File: config.mk
export PLATFORM = sky130hd
export DESIGN_NAME = timed_event_priority_queue
export DESIGN_NICKNAME = d
export VERILOG_FILES = /design/src/hdl/tepq_pkg.sv /design/src/hdl/tepq_ram.sv /design/src/hdl/timed_event_priority_queue.sv
export SDC_FILE = /design/constraint.sdc
export NUM_CORES = 2
export LEC_CHECK = 0
export ABC_AREA = 1
export BUFFER_PORTS_ARGS = -buffer_cell sky130_fd_sc_hd__buf_2
export CAP_MARGIN = 20
export CELL_PAD_IN_SITES_DETAIL_PLACEMENT = 0
export CELL_PAD_IN_SITES_GLOBAL_PLACEMENT = 2
export CORE_MARGIN = 4
export CORE_UTILIZATION = 46
export CTS_CLUSTER_DIAMETER = 80
export CTS_CLUSTER_SIZE = 10
export DETAILED_ROUTE_END_ITERATION = 8
export PLACE_DENSITY_LB_ADDON = 0.1
export SETUP_SLACK_MARGIN = 0.3
export SYNTH_ARGS = -nofsm -noshare
export SYNTH_HDL_FRONTEND = slang
export SYNTH_SLANG_ARGS = --single-unit
File: constraint.sdc
create_clock -name aclk -period 8.2 [get_ports aclk]
set_input_delay 1.23 -clock aclk [delete_from_list [all_inputs] [get_ports aclk]]
set_output_delay 1.23 -clock aclk [all_outputs]
set_load 0.02 [all_outputs]
File: src/hdl/tepq_pkg.sv
`timescale 1ns / 1ps
`default_nettype none
// ----------------------------------------------------------------------------
// Timed event priority queue package
// Shared types and codes for the event queue, its checker and its testbench.
// ----------------------------------------------------------------------------
package tepq_pkg;

    localparam int EV_W      = 48;
    localparam int IN_DATA_W = 48;
    localparam int OUT_DATA_W = 64;
    localparam int CFG_IDX_W = 1;
    localparam int CFG_DATA_W = 32;
    localparam int OCC_W     = 7;

    // Packed so that the time sits in the lowest bits, as on the stream bus.
    typedef struct packed {
        logic [7:0]  ev_node;
        logic [7:0]  ev_type;
        logic [31:0] ev_time;
    } ev_t;

    typedef enum logic [1:0] {
        KIND_PUSH   = 2'd0,
        KIND_POP    = 2'd1,
        KIND_SEARCH = 2'd2,
        KIND_NOP    = 2'd3
    } kind_t;

    typedef enum logic [1:0] {
        DROP_NONE = 2'd0,
        DROP_LATE = 2'd1,
        DROP_FULL = 2'd2
    } drop_t;

    localparam logic [CFG_IDX_W-1:0] CFG_END_TIME = 1'd0;
    localparam logic [CFG_IDX_W-1:0] CFG_END_TYPE = 1'd1;

    typedef enum logic [2:0] {
        ST_IDLE,
        ST_INSERT,
        ST_POP,
        ST_SCAN,
        ST_OUT
    } state_t;

endpackage
`default_nettype wire

File: src/hdl/tepq_ram.sv
`timescale 1ns / 1ps
`default_nettype none
// ----------------------------------------------------------------------------
// Generic RAM
// One write port and one read port with registered read data.
// ----------------------------------------------------------------------------
module tepq_ram #(
    parameter int WIDTH = 48,
    parameter int DEPTH = 64
) (
    input  wire logic                     aclk,
    input  wire logic                     we,
    input  wire logic [$clog2(DEPTH)-1:0] waddr,
    input  wire logic [WIDTH-1:0]         wdata,
    input  wire logic                     re,
    input  wire logic [$clog2(DEPTH)-1:0] raddr,
    output logic      [WIDTH-1:0]         rdata
);

    logic [WIDTH-1:0] mem [DEPTH];

    always_ff @(posedge aclk) begin
        if (we) begin
            mem[waddr] <= wdata;
        end
        if (re) begin
            rdata <= mem[raddr];
        end
    end

endmodule
`default_nettype wire

File: src/hdl/timed_event_priority_queue.sv
`timescale 1ns / 1ps
`default_nettype none
// ----------------------------------------------------------------------------
// Timed event priority queue
// Event queue sorted by time, then type, held in a circular buffer in RAM.
// ----------------------------------------------------------------------------
// Usage:
//   The s_ channel takes one operation per word: tuser holds the kind (push,
//   pop, search), tdata the event time, type and node. The m_ channel returns
//   one word per operation with the popped or found event (hit flag in
//   tuser), the push outcome and the queue status after the operation.
//   The cfg channel writes the end-time limit and the end event type; it is
//   always ready and should be written only while the queue is idle.
//   Latency depends on occupancy, since the single RAM read port is walked
//   one entry per cycle. A push first shifts entries from the tail down to
//   the insertion slot, a pop reads the head entry, and every operation
//   then walks from the head for the search and tx-start check. One
//   operation is in flight at a time and s_tready is high only when the
//   queue is idle.
//   Reset empties the queue at once (head and count cleared, RAM contents
//   are left as they are) and restores both registers to all ones.
//   A stalled m_ side holds the result; the next operation is taken and
//   processed, and waits for the output register before it completes.
// ----------------------------------------------------------------------------
module timed_event_priority_queue #(
    parameter int QUEUE_DEPTH = 64
) (
    input  wire logic                               aclk,
    input  wire logic                               aresetn,
    // s_tdata: event_time[31:0], ev_type[39:32], node_id[47:40]
    input  wire logic [tepq_pkg::IN_DATA_W-1:0]     s_tdata,
    // s_tuser: kind[1:0]
    input  wire logic [1:0]                         s_tuser,
    input  wire logic                               s_tvalid,
    output logic                                    s_tready,
    // m_tdata: out_time[31:0], out_type[39:32], out_node[47:40],
    //          dropped[49:48], is_empty[50], occupancy[57:51], tx_start[58]
    output logic [tepq_pkg::OUT_DATA_W-1:0]         m_tdata,
    // m_tuser: hit[0]
    output logic [0:0]                              m_tuser,
    output logic                                    m_tvalid,
    input  wire logic                               m_tready,
    input  wire logic                               cfg_valid,
    output logic                                    cfg_ready,
    input  wire logic [tepq_pkg::CFG_IDX_W-1:0]     cfg_index,
    input  wire logic [tepq_pkg::CFG_DATA_W-1:0]    cfg_data
);

    import tepq_pkg::*;

    localparam int AW = $clog2(QUEUE_DEPTH);
    localparam int CW = $clog2(QUEUE_DEPTH + 1);

    function automatic logic [AW-1:0] ptr_inc(input logic [AW-1:0] p);
        ptr_inc = (p == AW'(QUEUE_DEPTH - 1)) ? '0 : p + AW'(1);
    endfunction

    function automatic logic [AW-1:0] ptr_dec(input logic [AW-1:0] p);
        ptr_dec = (p == '0) ? AW'(QUEUE_DEPTH - 1) : p - AW'(1);
    endfunction

    // Control state
    state_t          state_reg, state_next;
    logic [AW-1:0]   head_reg, head_next;
    logic [CW-1:0]   count_reg, count_next;
    logic [31:0]     limit_reg;
    logic [7:0]      end_type_reg;
    logic [CW-1:0]   iss_cnt_reg, iss_cnt_next;
    logic [CW-1:0]   proc_cnt_reg, proc_cnt_next;
    logic            rd_valid_reg, rd_valid_next;
    logic            srch_pend_reg, srch_pend_next;
    logic            tx_pend_reg, tx_pend_next;
    logic            m_tvalid_reg, m_tvalid_next;

    // Payload
    logic [AW-1:0]   rp_reg, rp_next;
    logic [AW-1:0]   dst_reg, dst_next;
    ev_t             new_ev_reg, new_ev_next;
    ev_t             res_ev_reg, res_ev_next;
    logic            hit_reg, hit_next;
    logic            tx_reg, tx_next;
    drop_t           drop_reg, drop_next;
    logic [OUT_DATA_W-1:0] m_tdata_reg, m_tdata_next;
    logic            m_tuser_reg, m_tuser_next;

    // RAM port signals
    logic            ram_we, ram_re;
    logic [AW-1:0]   ram_waddr, ram_raddr;
    ev_t             ram_wdata;
    logic [EV_W-1:0] ram_rdata_raw;
    ev_t             ram_rdata;

    logic [CW:0]     tail_sum;
    logic [AW-1:0]   tail;
    logic            new_less;
    logic [CW+OCC_W-1:0] occ_ext;

    tepq_ram #(
        .WIDTH (EV_W),
        .DEPTH (QUEUE_DEPTH)
    ) u_ram (
        .aclk  (aclk),
        .we    (ram_we),
        .waddr (ram_waddr),
        .wdata (ram_wdata),
        .re    (ram_re),
        .raddr (ram_raddr),
        .rdata (ram_rdata_raw)
    );

    assign ram_rdata = ev_t'(ram_rdata_raw);

    assign tail_sum = (CW+1)'(head_reg) + (CW+1)'(count_reg);
    assign tail     = (tail_sum >= (CW+1)'(QUEUE_DEPTH)) ?
                      AW'(tail_sum - (CW+1)'(QUEUE_DEPTH)) : AW'(tail_sum);

    // Ties on time and type place the new event behind the queued one.
    assign new_less = {new_ev_reg.ev_time, new_ev_reg.ev_type} <
                      {ram_rdata.ev_time, ram_rdata.ev_type};

    assign occ_ext = {{OCC_W{1'b0}}, count_reg};

    assign s_tready  = (state_reg == ST_IDLE);
    assign cfg_ready = 1'b1;
    assign m_tdata   = m_tdata_reg;
    assign m_tuser   = m_tuser_reg;
    assign m_tvalid  = m_tvalid_reg;

    always_comb begin
        logic          sp;
        logic          tp;
        logic [CW-1:0] proc_after;
        logic          place;

        state_next     = state_reg;
        head_next      = head_reg;
        count_next     = count_reg;
        iss_cnt_next   = iss_cnt_reg;
        proc_cnt_next  = proc_cnt_reg;
        rd_valid_next  = 1'b0;
        srch_pend_next = srch_pend_reg;
        tx_pend_next   = tx_pend_reg;
        rp_next        = rp_reg;
        dst_next       = dst_reg;
        new_ev_next    = new_ev_reg;
        res_ev_next    = res_ev_reg;
        hit_next       = hit_reg;
        tx_next        = tx_reg;
        drop_next      = drop_reg;
        m_tdata_next   = m_tdata_reg;
        m_tuser_next   = m_tuser_reg;
        m_tvalid_next  = m_tvalid_reg && !m_tready;

        ram_we    = 1'b0;
        ram_waddr = dst_reg;
        ram_wdata = new_ev_reg;
        ram_re    = 1'b0;
        ram_raddr = rp_reg;

        sp         = srch_pend_reg;
        tp         = tx_pend_reg;
        proc_after = proc_cnt_reg;
        place      = 1'b0;

        case (state_reg)
            ST_IDLE: begin
                if (s_tvalid) begin
                    new_ev_next    = ev_t'(s_tdata);
                    res_ev_next    = '0;
                    hit_next       = 1'b0;
                    drop_next      = DROP_NONE;
                    iss_cnt_next   = '0;
                    proc_cnt_next  = '0;
                    // Default setup for the walk from the head.
                    rp_next        = head_reg;
                    tx_pend_next   = 1'b1;
                    tx_next        = 1'b1;
                    srch_pend_next = 1'b0;
                    state_next     = ST_SCAN;
                    case (kind_t'(s_tuser))
                        KIND_PUSH: begin
                            if (s_tdata[31:0] > limit_reg) begin
                                drop_next = DROP_LATE;
                            end else if (count_reg == CW'(QUEUE_DEPTH)) begin
                                drop_next = DROP_FULL;
                            end else begin
                                rp_next    = ptr_dec(tail);
                                dst_next   = tail;
                                state_next = ST_INSERT;
                            end
                        end
                        KIND_POP: begin
                            if (count_reg != '0) begin
                                ram_re     = 1'b1;
                                ram_raddr  = head_reg;
                                state_next = ST_POP;
                            end
                        end
                        KIND_SEARCH: begin
                            srch_pend_next = 1'b1;
                        end
                        default: begin
                        end
                    endcase
                end
            end

            ST_INSERT: begin
                // Walk down from the tail, moving each later entry up a slot.
                if (rd_valid_reg) begin
                    if (new_less) begin
                        ram_we        = 1'b1;
                        ram_wdata     = ram_rdata;
                        dst_next      = ptr_dec(dst_reg);
                        proc_cnt_next = proc_cnt_reg + CW'(1);
                    end else begin
                        place = 1'b1;
                    end
                end else if (proc_cnt_reg == count_reg) begin
                    place = 1'b1;
                end
                if (place) begin
                    ram_we        = 1'b1;
                    ram_wdata     = new_ev_reg;
                    count_next    = count_reg + CW'(1);
                    rp_next       = head_reg;
                    iss_cnt_next  = '0;
                    proc_cnt_next = '0;
                    state_next    = ST_SCAN;
                end else if (iss_cnt_reg < count_reg) begin
                    ram_re        = 1'b1;
                    rp_next       = ptr_dec(rp_reg);
                    iss_cnt_next  = iss_cnt_reg + CW'(1);
                    rd_valid_next = 1'b1;
                end
            end

            ST_POP: begin
                res_ev_next   = ram_rdata;
                hit_next      = 1'b1;
                head_next     = ptr_inc(head_reg);
                count_next    = count_reg - CW'(1);
                rp_next       = ptr_inc(head_reg);
                iss_cnt_next  = '0;
                proc_cnt_next = '0;
                state_next    = ST_SCAN;
            end

            ST_SCAN: begin
                if (rd_valid_reg) begin
                    if (sp && (ram_rdata.ev_type == new_ev_reg.ev_type)) begin
                        hit_next    = 1'b1;
                        res_ev_next = ram_rdata;
                        sp          = 1'b0;
                    end
                    if (tp) begin
                        if (ram_rdata.ev_type == end_type_reg) begin
                            tx_next = 1'b1;
                            tp      = 1'b0;
                        end else if (ram_rdata.ev_type < end_type_reg) begin
                            tx_next = 1'b0;
                            tp      = 1'b0;
                        end
                    end
                    proc_after = proc_cnt_reg + CW'(1);
                end
                srch_pend_next = sp;
                tx_pend_next   = tp;
                proc_cnt_next  = proc_after;
                if ((!sp && !tp) || (proc_after == count_reg)) begin
                    state_next = ST_OUT;
                end else if (iss_cnt_reg < count_reg) begin
                    ram_re        = 1'b1;
                    rp_next       = ptr_inc(rp_reg);
                    iss_cnt_next  = iss_cnt_reg + CW'(1);
                    rd_valid_next = 1'b1;
                end
            end

            ST_OUT: begin
                if (!m_tvalid_reg || m_tready) begin
                    m_tdata_next  = {5'b0, tx_reg, occ_ext[OCC_W-1:0],
                                     (count_reg == '0), drop_reg, res_ev_reg};
                    m_tuser_next  = hit_reg;
                    m_tvalid_next = 1'b1;
                    state_next    = ST_IDLE;
                end
            end

            default: begin
                state_next = ST_IDLE;
            end
        endcase
    end

    always_ff @(posedge aclk) begin
        if (!aresetn) begin
            state_reg     <= ST_IDLE;
            head_reg      <= '0;
            count_reg     <= '0;
            limit_reg     <= '1;
            end_type_reg  <= '1;
            iss_cnt_reg   <= '0;
            proc_cnt_reg  <= '0;
            rd_valid_reg  <= 1'b0;
            srch_pend_reg <= 1'b0;
            tx_pend_reg   <= 1'b0;
            m_tvalid_reg  <= 1'b0;
        end else begin
            state_reg     <= state_next;
            head_reg      <= head_next;
            count_reg     <= count_next;
            iss_cnt_reg   <= iss_cnt_next;
            proc_cnt_reg  <= proc_cnt_next;
            rd_valid_reg  <= rd_valid_next;
            srch_pend_reg <= srch_pend_next;
            tx_pend_reg   <= tx_pend_next;
            m_tvalid_reg  <= m_tvalid_next;
            if (cfg_valid) begin
                case (cfg_index)
                    CFG_END_TIME: limit_reg    <= cfg_data;
                    CFG_END_TYPE: end_type_reg <= cfg_data[7:0];
                    default: begin
                    end
                endcase
            end
        end
    end

    always_ff @(posedge aclk) begin
        rp_reg      <= rp_next;
        dst_reg     <= dst_next;
        new_ev_reg  <= new_ev_next;
        res_ev_reg  <= res_ev_next;
        hit_reg     <= hit_next;
        tx_reg      <= tx_next;
        drop_reg    <= drop_next;
        m_tdata_reg <= m_tdata_next;
        m_tuser_reg <= m_tuser_next;
    end

endmodule
`default_nettype wire

* After elaboration in Yosys (flattened, before gate mapping)
Memories as Yosys holds them, arrays and structs flattened. A register that Yosys moved wholly into a read port is not among the register bits. Index checks and enable logic that the tools add are counted.
Storage, ports and cells: memory bits (writable) 3072, logic and storage cells 210, memories kept 1, register bits after elaboration 246
Memory list:
- u_ram.mem | depth 64, width 48, read ports 1, clocked after memory_dff 1, write ports 1, RTL line tepq_ram.sv:20 | logic [WIDTH-1:0] mem [DEPTH];
Operators by class: mux-type cells 100, order comparisons 5, bitwise gates (word level) 2, reductions and logical operators 35, add/sub/neg operators 11, equality and inequality tests 31
Operators by type and width (number):
- 2-to-1 mux 48 bit | 7
- 2-to-1 mux 6 bit | 24
- case mux 48 bit (3 select lines) | 1
- 2-to-1 mux 7 bit | 10
- case mux 7 bit (4 select lines) | 2
- < comparator 40 bit | 1
- 2-to-1 mux 1 bit | 38
- > comparator 32 bit | 1
- inequality test 2 bit (second input constant) | 13
- case mux 6 bit (4 select lines) | 1
- subtractor 6 x 1 -> 6 bit (second input constant) | 4
- adder 7 x 1 -> 7 bit (second input constant) | 3
- logical NOT 6 bit | 3
- equality test 8 bit | 2
- case mux 3 bit (5 select lines) | 1
- equality test 7 bit | 2
- case mux 7 bit (2 select lines) | 1
- adder 6 x 1 -> 6 bit (second input constant) | 2
- equality test 6 bit (second input constant) | 2
- 2-to-1 mux 3 bit | 4
- inequality test 3 bit (second input constant) | 4
- case mux 6 bit (2 select lines) | 1
- AND reduction 2 bit | 6
- AND reduction 4 bit | 3
- other kinds (31) | 48

* Longest topological paths before layout
depth in word-level cells 11, gate-level depth with buffers 19

* Modules after synthesis
From an unflattened synthesis, not the netlist that was laid out.
Unflattened totals: cell total of the unflattened synthesis 11587, area, all modules 137830.9 um^2
Modules (own cells, without submodules):
- tepq_ram | area an instance 124837.2 um^2, cells an instance 10129, times used 1
- timed_event_priority_queue | area an instance 12993.7 um^2, cells an instance 1458, times used 1

* Worst setup path after synthesis
Ideal clock, no wire load.
path type input -> register, start input port s_tvalid, end register hit_reg (enable), setup slack 2568 ps, stages 3, buffers on the path 0, arrival time 5101 ps, library setup time 531 ps, cells stage by stage nor2_1 -> nor2_1 -> a21boi_0
Between the ends: longest elaborated chain between the ends 2
RTL lines:
- from (decl) | RTL line timed_event_priority_queue.sv:34 | input wire logic s_tvalid,
- inequality test 2 bit (no line)
- AND reduction 4 bit (no line)
- to (signal assigned) | RTL line timed_event_priority_queue.sv:335 | hit_reg <= hit_next;
- to (decl) | RTL line timed_event_priority_queue.sv:80 | logic hit_reg, hit_next;
No other way between the ends. A chain may end at the register's enable or synchronous reset.

* Final worst setup path
start register state_reg[0], end register u_ram.rdata[14] (read register of u_ram.mem) (data pin)
Between the ends: longest elaborated chain between the ends 2, elaborated cells on any way between the ends 5
RTL lines:
- from (decl) | RTL line timed_event_priority_queue.sv:63 | state_t state_reg, state_next;
- from (signal assigned) | RTL line timed_event_priority_queue.sv:310 | state_reg <= state_next;
- equality test 3 x 2 -> 1 bit, or another cell as far along | RTL line timed_event_priority_queue.sv:165 | case (state_reg)
- case mux 1 bit (3 select lines) / 2-to-1 mux 6 bit (equally long branches) | RTL line timed_event_priority_queue.sv:165
- to (decl) | RTL line tepq_ram.sv:17 | output logic [WIDTH-1:0] rdata
Parallel ways exist; a longest one is shown, timed or not.

==> run_results.csv <==
group,metric,value,unit
status,outcome,"complete, but fails checks",
status,violations,"design-rule violations",
critical_path,r2r_cells,14,
hold_path,hold_path_class,"reg -> reg",
finish,fin_area,0.165,mm^2
timing,tightest_slew,1230,ps
finish,stdcell_count,18600,
global_routing,grt_usage,0.304,
critical_path,required,8830,ps
clock_tree,cts_root_buf,"clkbuf_16",
die,die_area,0.331,mm^2
clock_tree,cts_tree,"done",
flow_run,drv_cap,0,
clock_tree,cts_buffers,376,
clock_tree,cts_resized,0,
critical_path,cp_data_arrival_time,5970,ps
power_and_ir_drop,vdd_ir_drop_max,348,uV
finish,largest_reg_flops,3072,
die,boundaryPins,156,
yosys,syn_area,0.148,mm^2
clock_tree,cts_sinks,3366,
power_and_ir_drop,p_sw,22.9,mW
timing,fin_crit,5340,ps
die,rows,208,
route,drc,2,
hold_path,holdPathStages,0,
route,post_drt_via_cell_ratio,5.57,
yosys,synth_ff_type,"edfxtp_1",
clock_tree,worstSkewPairLatency,960,ps
route,ant_nets,0,
timing,hold_viol_final,0,
timing,slew_headroom,0.180,
clock_tree,path_clk_slew,60,ps
yosys,synth_cell_types,44,
global_routing,grt_max_degree,185,
clock_tree,cts_setup_buffers,0,
power_and_ir_drop,pwr-share-comb,0.369,
global_routing,gr-total-overflow,0,
critical_path,cp-start-kind,"flop",
critical_path,critPathKind,"reg -> reg",
power_and_ir_drop,clkPwrFrac,0.260,
power_and_ir_drop,powerDensity,346,mW/mm^2
critical_path,end_kind,"flop",
yosys,ys_seq_elements,3366,
place,hpwl,268,mm
yosys,yosysSeqAreaShare,0.678,
finish,syn_to_final_growth,11.6,%
timing,post-route-period-util,0.651,
die,core,0.321,mm^2
yosys,ys_top_cells_by_count,"nand2_1, edfxtp_1, nand3_1, inv_1, buf_2",
yosys,yosys.cell_count.top_type,"nand2_1",
power_and_ir_drop,p_leak,68.7,nW
route,wl_per_cell,27.7,um
timing,drv_slew,0,
yosys,synthCells,14200,
clock_tree,clockBufferDepth,4,
clock_tree,htree_levels,5,
yosys,yosysTopAreaCellShare,0.668,
timing,finClkSkew,75.5,ps
timing,grt_setup_unrepaired,"false",
yosys,async_reset_ff_frac,0,
place,io_buffers,149,
route,first_iter_violations,13300,
critical_path,crit_path_max_fanout,127,
die,die_w,575,um
die,die_h,575,um
timing,setup_viol,0,
power_and_ir_drop,power.internal,34.3,mW
power_and_ir_drop,pwr-share-seq,0.371,
finish,fin_nets,14400,
yosys,postSynthAreaPerCell,10.4,um^2
timing,final.setup.tns,0,ps
place,dp.cells,18200,
timing,fmax,187,MHz
die,start_util,0.462,
place,routabilityCongestion,0.829,
yosys,synth_edf_count,3292,
finish,drive_above_1_share,0.0692,
yosys,netlist_top_cells_area,"edfxtp_1, nand3_1, nand2_1",
yosys,ys_warn_count,0,
global_routing,antenna_found_initial,16,
place,placed_area,0.155,mm^2
route,vias,104000,
power_and_ir_drop,p_sw_frac,0.400,
route,dr.pass1.iters,9,
global_routing,grt_pass1_wl,726,mm
global_routing,grt_pass1_vias,96700,
route,routed_wl,515,mm
clock_tree,cts_hold_buf,0,
yosys,yosysTopAreaCell,"edfxtp_1",
==> routing by layer <==
layer | share of wire | track usage
met1 | 0.42 | 0.437
met2 | 0.46 | 0.484
met3 | 0.084 | 0.0397
met4 | 0.034 | 0.0950
met5 | 0 | 0
==> worst paths after layout <==
kind,startpoint,endpoint,slack [ps]
hold reg to reg,res_ev_reg[42],m_tdata[42],420
setup / recovery,state_reg[0],u_ram.rdata[14],2860
setup reg to reg,state_reg[0],u_ram.rdata[14],2860
hold / removal,res_ev_reg[42],m_tdata[42],420
==> per-stage QoR <==
stage	power, mW	hold WS [ps]	setup WS, ps	utilization
3_5_place_dp	42.5	405	2040	0.484
5_1_grt	59.8	427	2640	0.515
6_report	57.2	417	2860	0.515
3_3_place_gp	42.4	401	2050	0.484
4_1_cts	57.3	417	2880	0.515
2_1_floorplan	34.3	400	2570	-
==> logic make-up after synthesis <==
kind of cell	synth area share
other cells	0.0000507
buf+inv	0.0951
compound gates	0.0101
flops	0.678
fa+ha+maj	0.00915
xor+xnor	0.00142
simple gates	0.206
==> cells in the final DEF, fill, tap and decap left out, types with 5 or more instances in the layout <==
cell type / count
buf_4: 194
buf_2: 149
o211ai_1: 45
nand3b_1: 242
a21oi_1: 101
inv_6: 13
buf_12: 91
clkbuf_16: 383
nor2_1: 110
nor2_4: 66
inv_1: 2823
nand4_1: 18
conb_1: 6
xor2_1: 20
ha_1: 105
o21a_1: 6
clkbuf_1: 24
dfxtp_1: 74
edfxtp_1: 3292
nand2_1: 3309
or2_2: 5
o21ai_4: 54
nor3_1: 10
inv_16: 7
nand3_1: 3054
o21ai_0: 41
==> power by group through the flow <==
stage	logic [mW]	registers [mW]	clock network, mW
final	21.1	21.2	14.9
after global routing	22.8	21.3	15.8
after CTS	21.0	21.2	15.1
after detailed placement	20.9	21.6	0
after global placement	20.8	21.6	0
after floorplan	12.8	21.5	0
==> layout make-up <==
cell class,instances,area (um^2)
well taps,4305,5390
multi-input cells,7232,34800
clock buffers,407,9670
repair buffers,436,4050
clock inverters,23,313
diodes,4,10.0
inverters,2833,10700
fillers,28200,155000
flip-flops and latches,3366,100000
==> critical path: stages, from the launching register on <==
cell and delay (ps):
dfxtp_1 410, nor2_4 190, nand2_2 150, nor2_8 470
nand4_4 740, nand2_8 810, buf_12 430, buf_12 540
nand2_1 110, nand3_1 130, nand3_1 110, nand3_1 120
nand3_1 140, nand3_1 190, nand2_1 240
Power figures use the tool's default switching activity.
